`config.mk`:
```
export PLATFORM = sky130hd
export DESIGN_NAME = trimmed_window_average_fan_control
export DESIGN_NICKNAME = d
export VERILOG_FILES = /design/src/sv/twa_pkg.sv /design/src/sv/twa_cell.sv /design/src/sv/twa_div.sv /design/src/sv/trimmed_window_average_fan_control.sv
export SDC_FILE = /design/constraint.sdc
export NUM_CORES = 2
export LEC_CHECK = 0
export BUFFER_PORTS_ARGS = -buffer_cell sky130_fd_sc_hd__buf_2
export CORE_MARGIN = 1.5
export CORE_UTILIZATION = 55
export DETAILED_ROUTE_END_ITERATION = 6
export GPL_TIMING_DRIVEN = 1
export PLACE_DENSITY = 0.69
export SYNTH_ARGS = -nofsm -noshare
export SYNTH_HDL_FRONTEND = slang
export SYNTH_HIERARCHICAL = 1
export SYNTH_SLANG_ARGS = --single-unit
```
`constraint.sdc`:
```
create_clock -name clk -period 11.07 [get_ports clk]
set_clock_uncertainty 0.05 [all_clocks]
set_input_delay 0.5535 -clock clk [delete_from_list [all_inputs] [get_ports clk]]
set_output_delay 0.5535 -clock clk [all_outputs]
set_load 0.03 [all_outputs]
```
`src/sv/twa_pkg.sv`:
```
// Package for the trimmed window average fan controller.
// Holds the shared field widths, register indexes, sequencer states and divider status.
// Depends on nothing.
package twa_pkg;

  localparam int unsigned SAMPLE_W  = 12;
  localparam int unsigned SUM_OUT_W = 18;
  localparam int unsigned AVG_OUT_W = 20;
  localparam int unsigned HOLD_OUT_W = 9;
  localparam int unsigned CFG_IDX_W = 2;
  localparam int unsigned CFG_DATA_W = 18;
  localparam int unsigned FRAC_W = 8;

  localparam logic [SAMPLE_W-1:0] SAMPLE_MAX = '1;

  localparam logic [CFG_IDX_W-1:0] CFG_AUTO_MODE     = 2'd0;
  localparam logic [CFG_IDX_W-1:0] CFG_MANUAL_FAN_ON = 2'd1;
  localparam logic [CFG_IDX_W-1:0] CFG_DUST_THRESH   = 2'd2;

  localparam logic [CFG_DATA_W-1:0] DUST_THRESH_RST = 18'd32738;

  typedef enum logic [2:0] {
    ST_IDLE,
    ST_WALK,
    ST_TRIM,
    ST_DIVIDE,
    ST_DELIVER
  } twa_state_t;

  typedef struct packed {
    logic busy;
    logic done;
  } twa_div_stat_t;

endpackage

```
`src/sv/twa_cell.sv`:
```
// One storage cell of the sample chain.
// Takes the value of its left neighbor when the chain moves; uses twa_pkg.
module twa_cell (
  input  logic                          clk,
  input  logic                          rst_n,
  input  logic                          shift_en,
  input  logic [twa_pkg::SAMPLE_W-1:0]  d_in,
  output logic [twa_pkg::SAMPLE_W-1:0]  q
);
  import twa_pkg::*;

  logic [SAMPLE_W-1:0] val_r;
  logic [SAMPLE_W-1:0] val_nxt;

  assign val_nxt = shift_en ? d_in : val_r;

  always_ff @(posedge clk) begin
    if (!rst_n) begin
      val_r <= '0;
    end else begin
      val_r <= val_nxt;
    end
  end

  assign q = val_r;

endmodule

```
`src/sv/twa_div.sv`:
```
// Constant divider for the Q8 average, built as a multiply by a scaled reciprocal.
// Registers the dividend on start, then registers the quotient with done; uses twa_pkg for the status struct.
module twa_div #(
  parameter int unsigned NUM_W   = 26,
  parameter int unsigned DIVISOR = 38
) (
  input  logic                   clk,
  input  logic                   rst_n,
  input  logic                   start,
  input  logic [NUM_W-1:0]       dividend,
  output logic [NUM_W-1:0]       quotient,
  output twa_pkg::twa_div_stat_t stat
);
  import twa_pkg::*;

  // With the shift at NUM_W + clog2(DIVISOR) and the reciprocal rounded up, the
  // shifted product is the exact floor quotient for every NUM_W-bit dividend.
  localparam int unsigned SHIFT   = NUM_W + $clog2(DIVISOR);
  localparam int unsigned RECIP_W = NUM_W + 1;
  localparam int unsigned PROD_W  = NUM_W + RECIP_W;
  localparam longint unsigned RECIP_FULL =
    ((64'd1 << SHIFT) + 64'(DIVISOR) - 64'd1) / 64'(DIVISOR);
  localparam logic [RECIP_W-1:0] RECIP = RECIP_W'(RECIP_FULL);

  logic [NUM_W-1:0]  num_r, num_nxt;
  logic [NUM_W-1:0]  quot_r, quot_nxt;
  logic              busy_r, busy_nxt;
  logic              done_r, done_nxt;
  logic [PROD_W-1:0] prod;

  assign prod = PROD_W'(num_r) * PROD_W'(RECIP);

  always_comb begin
    num_nxt  = num_r;
    quot_nxt = quot_r;
    busy_nxt = 1'b0;
    done_nxt = 1'b0;
    if (start) begin
      num_nxt  = dividend;
      busy_nxt = 1'b1;
    end else if (busy_r) begin
      quot_nxt = NUM_W'(prod >> SHIFT);
      done_nxt = 1'b1;
    end
  end

  always_ff @(posedge clk) begin
    if (!rst_n) begin
      busy_r <= 1'b0;
      done_r <= 1'b0;
    end else begin
      busy_r <= busy_nxt;
      done_r <= done_nxt;
    end
  end

  always_ff @(posedge clk) begin
    num_r  <= num_nxt;
    quot_r <= quot_nxt;
  end

  assign quotient  = quot_r;
  assign stat.busy = busy_r;
  assign stat.done = done_r;

endmodule

```
`src/sv/trimmed_window_average_fan_control.sv`:
```
// Top level of the trimmed window average fan controller.
// Builds on twa_pkg, the twa_cell sample chain and the twa_div divider.
//
// The block keeps the last WINDOW dust samples in a chain of cells that is all
// zero after reset. Each accepted request pushes its sample into the head of
// the chain and drops the oldest one. The chain is then rotated once all the
// way around, one cell per cycle, while a single accumulator at its tail builds
// the sum, the smallest and the largest entry. The trimmed sum (sum less one
// minimum and one maximum) feeds a constant divider that multiplies by a scaled
// reciprocal of WINDOW-2 and gives the trimmed average in Q8. In auto mode the
// fan starts when the trimmed sum is above dust_threshold_sum and then holds
// for HOLD_TICKS requests before it is judged again; in manual mode it follows
// manual_fan_on. One request passes through the accepting idle state, the chain
// walk over all WINDOW cells, the trim state, the divider and the deliver state
// before the next request is taken. Delivery waits only while the previous
// result still waits for out_ready, so the chain walk sets the rate. A new
// request is taken while the previous result still waits in the output register.
// Configuration must be written only while the block is idle; the block itself
// does not enforce it.
module trimmed_window_average_fan_control #(
  parameter int unsigned WINDOW     = 40,
  parameter int unsigned HOLD_TICKS = 300
) (
  input  logic                               clk,
  input  logic                               rst_n,
  input  logic                               in_valid,
  output logic                               in_ready,
  input  logic [twa_pkg::SAMPLE_W-1:0]       in_sample,
  output logic                               out_valid,
  input  logic                               out_ready,
  output logic [twa_pkg::SUM_OUT_W-1:0]      out_trimmed_sum,
  output logic [twa_pkg::AVG_OUT_W-1:0]      out_average_q8,
  output logic                               out_fan_on,
  output logic [twa_pkg::HOLD_OUT_W-1:0]     out_hold_count,
  input  logic                               cfg_we,
  input  logic [twa_pkg::CFG_IDX_W-1:0]      cfg_index,
  input  logic [twa_pkg::CFG_DATA_W-1:0]     cfg_wdata
);
  import twa_pkg::*;

  // Internal widths follow the parameters but never drop below the port widths.
  localparam int unsigned SUM_CALC_W = $clog2(WINDOW * 4095 + 1);
  localparam int unsigned SUM_W  = (SUM_CALC_W > SUM_OUT_W) ? SUM_CALC_W : SUM_OUT_W;
  localparam int unsigned NUM_W  = SUM_W + FRAC_W;
  localparam int unsigned WCNT_W = $clog2(WINDOW);
  localparam int unsigned HOLD_CALC_W = $clog2(HOLD_TICKS + 2);
  localparam int unsigned HOLD_W = (HOLD_CALC_W > HOLD_OUT_W) ? HOLD_CALC_W : HOLD_OUT_W;

  // Configuration registers.
  logic                  auto_mode_r;
  logic                  manual_fan_on_r;
  logic [CFG_DATA_W-1:0] thresh_r;

  always_ff @(posedge clk) begin
    if (!rst_n) begin
      auto_mode_r     <= 1'b0;
      manual_fan_on_r <= 1'b1;
      thresh_r        <= DUST_THRESH_RST;
    end else if (cfg_we) begin
      unique case (cfg_index)
        CFG_AUTO_MODE:     auto_mode_r     <= cfg_wdata[0];
        CFG_MANUAL_FAN_ON: manual_fan_on_r <= cfg_wdata[0];
        CFG_DUST_THRESH:   thresh_r        <= cfg_wdata;
        default: ;
      endcase
    end
  end

  // Sequencer.
  twa_state_t state_r, state_nxt;
  logic [WCNT_W-1:0] walk_cnt_r, walk_cnt_nxt;
  logic              walk_last;
  logic              out_valid_r;
  logic              out_free;
  logic              in_load;
  logic              chain_shift;
  logic              acc_clear;
  logic              acc_en;
  logic              trim_load;
  logic              out_load;
  twa_div_stat_t     div_stat;

  assign walk_last = (walk_cnt_r == WCNT_W'(WINDOW - 1));
  assign out_free  = !out_valid_r || out_ready;

  always_comb begin
    state_nxt = state_r;
    unique case (state_r)
      ST_IDLE:    if (in_valid) state_nxt = ST_WALK;
      ST_WALK:    if (walk_last) state_nxt = ST_TRIM;
      ST_TRIM:    state_nxt = ST_DIVIDE;
      ST_DIVIDE:  if (div_stat.done) state_nxt = ST_DELIVER;
      ST_DELIVER: if (out_free) state_nxt = ST_IDLE;
      default:    state_nxt = ST_IDLE;
    endcase
  end

  always_comb begin
    in_ready  = 1'b0;
    acc_en    = 1'b0;
    trim_load = 1'b0;
    out_load  = 1'b0;
    unique case (state_r)
      ST_IDLE:    in_ready  = 1'b1;
      ST_WALK:    acc_en    = 1'b1;
      ST_TRIM:    trim_load = 1'b1;
      ST_DIVIDE:  ;
      ST_DELIVER: out_load  = out_free;
      default:    ;
    endcase
  end

  assign in_load     = in_valid && in_ready;
  assign acc_clear   = in_load;
  assign chain_shift = in_load || acc_en;
  assign walk_cnt_nxt = acc_en ? walk_cnt_r + 1'b1 : '0;

  always_ff @(posedge clk) begin
    if (!rst_n) begin
      state_r    <= ST_IDLE;
      walk_cnt_r <= '0;
    end else begin
      state_r    <= state_nxt;
      walk_cnt_r <= walk_cnt_nxt;
    end
  end

  // Sample chain. The head takes the new sample on a request and the tail value
  // otherwise, so a walk of WINDOW moves brings every cell back to its place.
  logic [SAMPLE_W-1:0] cell_q [WINDOW];
  logic [SAMPLE_W-1:0] head_d;
  logic [SAMPLE_W-1:0] tail;

  assign tail   = cell_q[WINDOW-1];
  assign head_d = in_load ? in_sample : tail;

  for (genvar g = 0; g < WINDOW; g++) begin : g_chain
    if (g == 0) begin : g_head
      twa_cell u_cell (
        .clk      (clk),
        .rst_n    (rst_n),
        .shift_en (chain_shift),
        .d_in     (head_d),
        .q        (cell_q[g])
      );
    end else begin : g_body
      twa_cell u_cell (
        .clk      (clk),
        .rst_n    (rst_n),
        .shift_en (chain_shift),
        .d_in     (cell_q[g-1]),
        .q        (cell_q[g])
      );
    end
  end

  // Accumulator at the tail of the chain.
  logic [SUM_W-1:0]    tot_r, tot_nxt;
  logic [SAMPLE_W-1:0] lo_r, lo_nxt;
  logic [SAMPLE_W-1:0] hi_r, hi_nxt;
  logic [SUM_W-1:0]    trim_r;

  always_comb begin
    tot_nxt = tot_r;
    lo_nxt  = lo_r;
    hi_nxt  = hi_r;
    if (acc_clear) begin
      tot_nxt = '0;
      lo_nxt  = SAMPLE_MAX;
      hi_nxt  = '0;
    end else if (acc_en) begin
      tot_nxt = tot_r + SUM_W'(tail);
      if (tail < lo_r) lo_nxt = tail;
      if (tail > hi_r) hi_nxt = tail;
    end
  end

  always_ff @(posedge clk) begin
    tot_r <= tot_nxt;
    lo_r  <= lo_nxt;
    hi_r  <= hi_nxt;
    if (trim_load) begin
      trim_r <= tot_r - SUM_W'(lo_r) - SUM_W'(hi_r);
    end
  end

  // The divider starts in the same cycle the trimmed sum is registered, so it
  // takes the difference straight from the accumulator.
  logic [SUM_W-1:0] trim_calc;
  logic [NUM_W-1:0] quot;

  assign trim_calc = tot_r - SUM_W'(lo_r) - SUM_W'(hi_r);

  twa_div #(
    .NUM_W   (NUM_W),
    .DIVISOR (WINDOW - 2)
  ) u_div (
    .clk      (clk),
    .rst_n    (rst_n),
    .start    (trim_load),
    .dividend ({trim_calc, {FRAC_W{1'b0}}}),
    .quotient (quot),
    .stat     (div_stat)
  );

  // Fan control. The hold counter and fan state move once per request, in the
  // cycle the result enters the output register.
  logic              fan_r, fan_nxt;
  logic [HOLD_W-1:0] hold_r, hold_nxt;
  logic [HOLD_W-1:0] hold_inc;

  assign hold_inc = hold_r + 1'b1;

  always_comb begin
    fan_nxt  = fan_r;
    hold_nxt = hold_r;
    if (out_load) begin
      if (auto_mode_r) begin
        if (hold_r != '0) begin
          hold_nxt = (hold_inc > HOLD_W'(HOLD_TICKS)) ? '0 : hold_inc;
        end else if (trim_r > SUM_W'(thresh_r)) begin
          fan_nxt  = 1'b1;
          hold_nxt = HOLD_W'(1);
        end else begin
          fan_nxt = 1'b0;
        end
      end else begin
        fan_nxt = manual_fan_on_r;
      end
    end
  end

  always_ff @(posedge clk) begin
    if (!rst_n) begin
      fan_r  <= 1'b1;
      hold_r <= '0;
    end else begin
      fan_r  <= fan_nxt;
      hold_r <= hold_nxt;
    end
  end

  // Output register.
  logic [SUM_OUT_W-1:0]  out_sum_r;
  logic [AVG_OUT_W-1:0]  out_avg_r;
  logic                  out_fan_r;
  logic [HOLD_OUT_W-1:0] out_hold_r;

  always_ff @(posedge clk) begin
    if (!rst_n) begin
      out_valid_r <= 1'b0;
    end else if (out_load) begin
      out_valid_r <= 1'b1;
    end else if (out_ready) begin
      out_valid_r <= 1'b0;
    end
  end

  always_ff @(posedge clk) begin
    if (out_load) begin
      out_sum_r  <= trim_r[SUM_OUT_W-1:0];
      out_avg_r  <= quot[AVG_OUT_W-1:0];
      out_fan_r  <= fan_nxt;
      out_hold_r <= hold_nxt[HOLD_OUT_W-1:0];
    end
  end

  assign out_valid       = out_valid_r;
  assign out_trimmed_sum = out_sum_r;
  assign out_average_q8  = out_avg_r;
  assign out_fan_on      = out_fan_r;
  assign out_hold_count  = out_hold_r;

`ifndef SYNTHESIS
  // A request always starts a full walk of the chain.
  a_accept_walk: assert property (@(posedge clk) disable iff (!rst_n)
    in_valid && in_ready |=> state_r == ST_WALK && walk_cnt_r == '0)
    else $error("request did not start a chain walk");

  // The hold counter never runs past the hold length.
  a_hold_range: assert property (@(posedge clk) disable iff (!rst_n)
    hold_r <= HOLD_W'(HOLD_TICKS))
    else $error("hold counter out of range");

  // The trimmed sum never exceeds WINDOW-2 full-scale samples.
  a_trim_range: assert property (@(posedge clk) disable iff (!rst_n)
    state_r == ST_DIVIDE |-> trim_r <= SUM_W'((WINDOW - 2) * 4095))
    else $error("trimmed sum out of range");

  // The divider finishes only while the sequencer waits for it.
  a_div_done: assert property (@(posedge clk) disable iff (!rst_n)
    div_stat.done |-> state_r == ST_DIVIDE)
    else $error("divider finished outside the divide state");
`endif

endmodule

```
==> impl_metrics.csv <==
group,metric,value,unit
cells_and_area,fin_nets,4053,
clock_tree,ctsResizeCount,0,
worst_setup_path,slowest_delay,0.61,ns
drt,num_vias,23210,
cells_and_area,fin_area,41050,um2
worst_setup_path,cp_cell_sequence,"fa_1 > inv_1 > fa_1 > fa_1 > inv_1 > fa_1 > fa_1 > fa_1 > fa_1 > ha_1 > a21o_1 > a21o_1 > a221oi_1 > nor2_1 > o31a_1 > o21ai_2 > o31ai_1 > xor2_1",
clock_tree,clkTransAtPathRegs,0.06,ns
floorplanning,rows,95,
clock_tree,numCtsBuffers,73,
timing,setup_tns,0,ns
floorplanning,dieArea,70110,um2
floorplanning,fp.dieH,264.8,um
timing,rsz0062_at_grt,"false",
status,status,"completed",
clock_tree,cts_sinks,676,
timing,drv_slew,0,
drt,wire_per_inst,17.41,um
worst_setup_path,critical_path_arrival,6.94,ns
floorplanning,die_w,264.8,um
timing,worst_pin_slew,1.326,ns
floorplanning,ios,87,
clock_tree,cts_max_level,3,
timing,setup-violations-final,0,
run,max_cap_violations,0,
global_routing,grt_overflow,0,
placed_design,hpwl,57.82,mm
drt,drt-total-wl,76.68,mm
drt,drtIter0Drc,1188,
timing,finalHoldViolCount,0,
clock_tree,root_buffer,"clkbuf_16",
worst_setup_path,crit_type,"flop to flop",
global_routing,met3_usage,3.353,%
global_routing,grt_max_degree,190,
global_routing,grt_antenna_before_repair,0,
global_routing,use_met2,37.82,%
floorplanning,initial_utilization,55.82,%
yosys,ys_warn_count,6,
clock_tree,post_cts_buffers,0,
floorplanning,core,67510,um2
drt,drc,0,
clock_tree,cts_tree,"done",
timing,fmax,150.4,MHz
drt,viasPerCell,5.268,
placed_design,port_buffers,86,
worst_setup_path,required,11.36,ns
placed_design,place_area,38590,um2
drt,ant_nets,0,
worst_setup_path,startpoint_type,"flop",
global_routing,grt-busiest-layer,"met2",
global_routing,use_met1,29.23,%
cells_and_area,drive_gt1_share,6.459,%
yosys,netlist_area,37690,um2
worst_setup_path,critPathCaptureType,"flop",
timing,setup_ws,4.421,ns
worst_setup_path,crit_fanout,9,
min_path,hold_path.class,"input port to flop",
timing,min_period,6.649,ns
yosys,synth_cells,3418,
drt,first_pass_iters,5,
timing,maxSlewHeadroom,11.22,%
worst_setup_path,critPathMostFrequentCell,"fa_1",
clock_tree,ctsLongestPathBuffers,3,
clock_tree,ctsHoldBuffers,0,
worst_setup_path,cpMaxStageDelayCell,"fa_1",
yosys,syn_area_per_cell,11.03,um2
timing,layout_worst_path_cycle_share,60.07,%
global_routing,grt_pass1_vias,23850,
global_routing,grt_pass1_wl,124.4,mm
placed_design,preCtsSetupSlack,4.475,ns
global_routing,gr-usage-all-layers,22.11,%
clock_tree,clk_latency,0.61,ns
placed_design,place_congestion,0.9509,
cells_and_area,synthToLayoutAreaGrowth,8.910,%
[registers in the layout (all words and copies together), names as in the netlist, 3 cells and up]
| signal | cells |
|---|---|
| u_div/quotient | 20 |
| out_hold_count | 9 |
| g_chain.g_head.u_cell/q | 12 |
| state_r | 3 |
| lo_r | 12 |
| g_chain.g_body.u_cell/q | 468 |
| u_div/num_r | 26 |
| out_trimmed_sum | 18 |
| trim_r | 18 |
| out_average_q8 | 20 |
| walk_cnt_r | 6 |
| thresh_r | 18 |
| tot_r | 18 |
| hi_r | 12 |
| hold_r | 9 |
[routing by layer]
metal	up-vias	share of wire [%]
met2	337	48
met5	-	0
li1	11500	-
met1	11260	47
met4	0	2.2
met3	109	3.3
[worst max-delay path, delay by kind of cell (launching register included)]
kind,cells,cell delay [ns]
AOI/OAI and AO/OA,6,1.49
xor gates and xnor gates,1,0.15
adders and majority gates,8,3.83
buffers and inverters,2,0.11
DFF,1,0.60
and+or+nand+nor,1,0.17
[layout by cell type, fill, tap and decap left out, types with 23 or more instances in the layout]
cell type	count
mux2i_1	496
xnor2_1	24
and2_1	23
fa_1	248
ha_1	293
nor2_1	71
o21ai_0	52
clkbuf_16	75
a21o_1	46
nand3_1	29
nor2b_1	491
nand2_1	119
edfxtp_1	112
buf_2	85
inv_1	382
a21oi_1	94
xor2_1	24
dfxtp_1	564
[area by class of cell]
class / count / area [um2]
antenna: 2 / 5.005
clock buffer: 99 / 2077
clock inverter: 31 / 380.4
fill: 5558 / 26470
inverter: 383 / 1438
multi-input combinational: 2243 / 20850
sequential: 676 / 14650
tap: 873 / 1092
timing repair buffer: 98 / 555.5
[worst paths after layout]
check               startpoint                  to  slack (ns)  depth (start not counted)
max             u_div/num_r[5]  u_div/quotient[17]        4.42                         18
min              cfg_wdata[12]        thresh_r[12]        0.14                          3
max reg2reg     u_div/num_r[5]  u_div/quotient[17]        4.42                         18
min reg2reg  u_div/quotient[2]   out_average_q8[2]        0.37                          0
[through the flow]
step / hold WS, ns / utilization (%) / std cells
detailed placement: 0.3545 / 57.15 / 4273
finish: 0.1355 / 60.80 / 4405
floorplan: 0.3503 / - / 3425
global route: 0.1254 / 60.79 / 4403
global placement: 0.3518 / 57.15 / 4273
CTS: 0.1048 / 60.79 / 4403
Power is not shown: default switching activity piles up to over one toggle a cycle in this logic, so the estimate is an artifact.
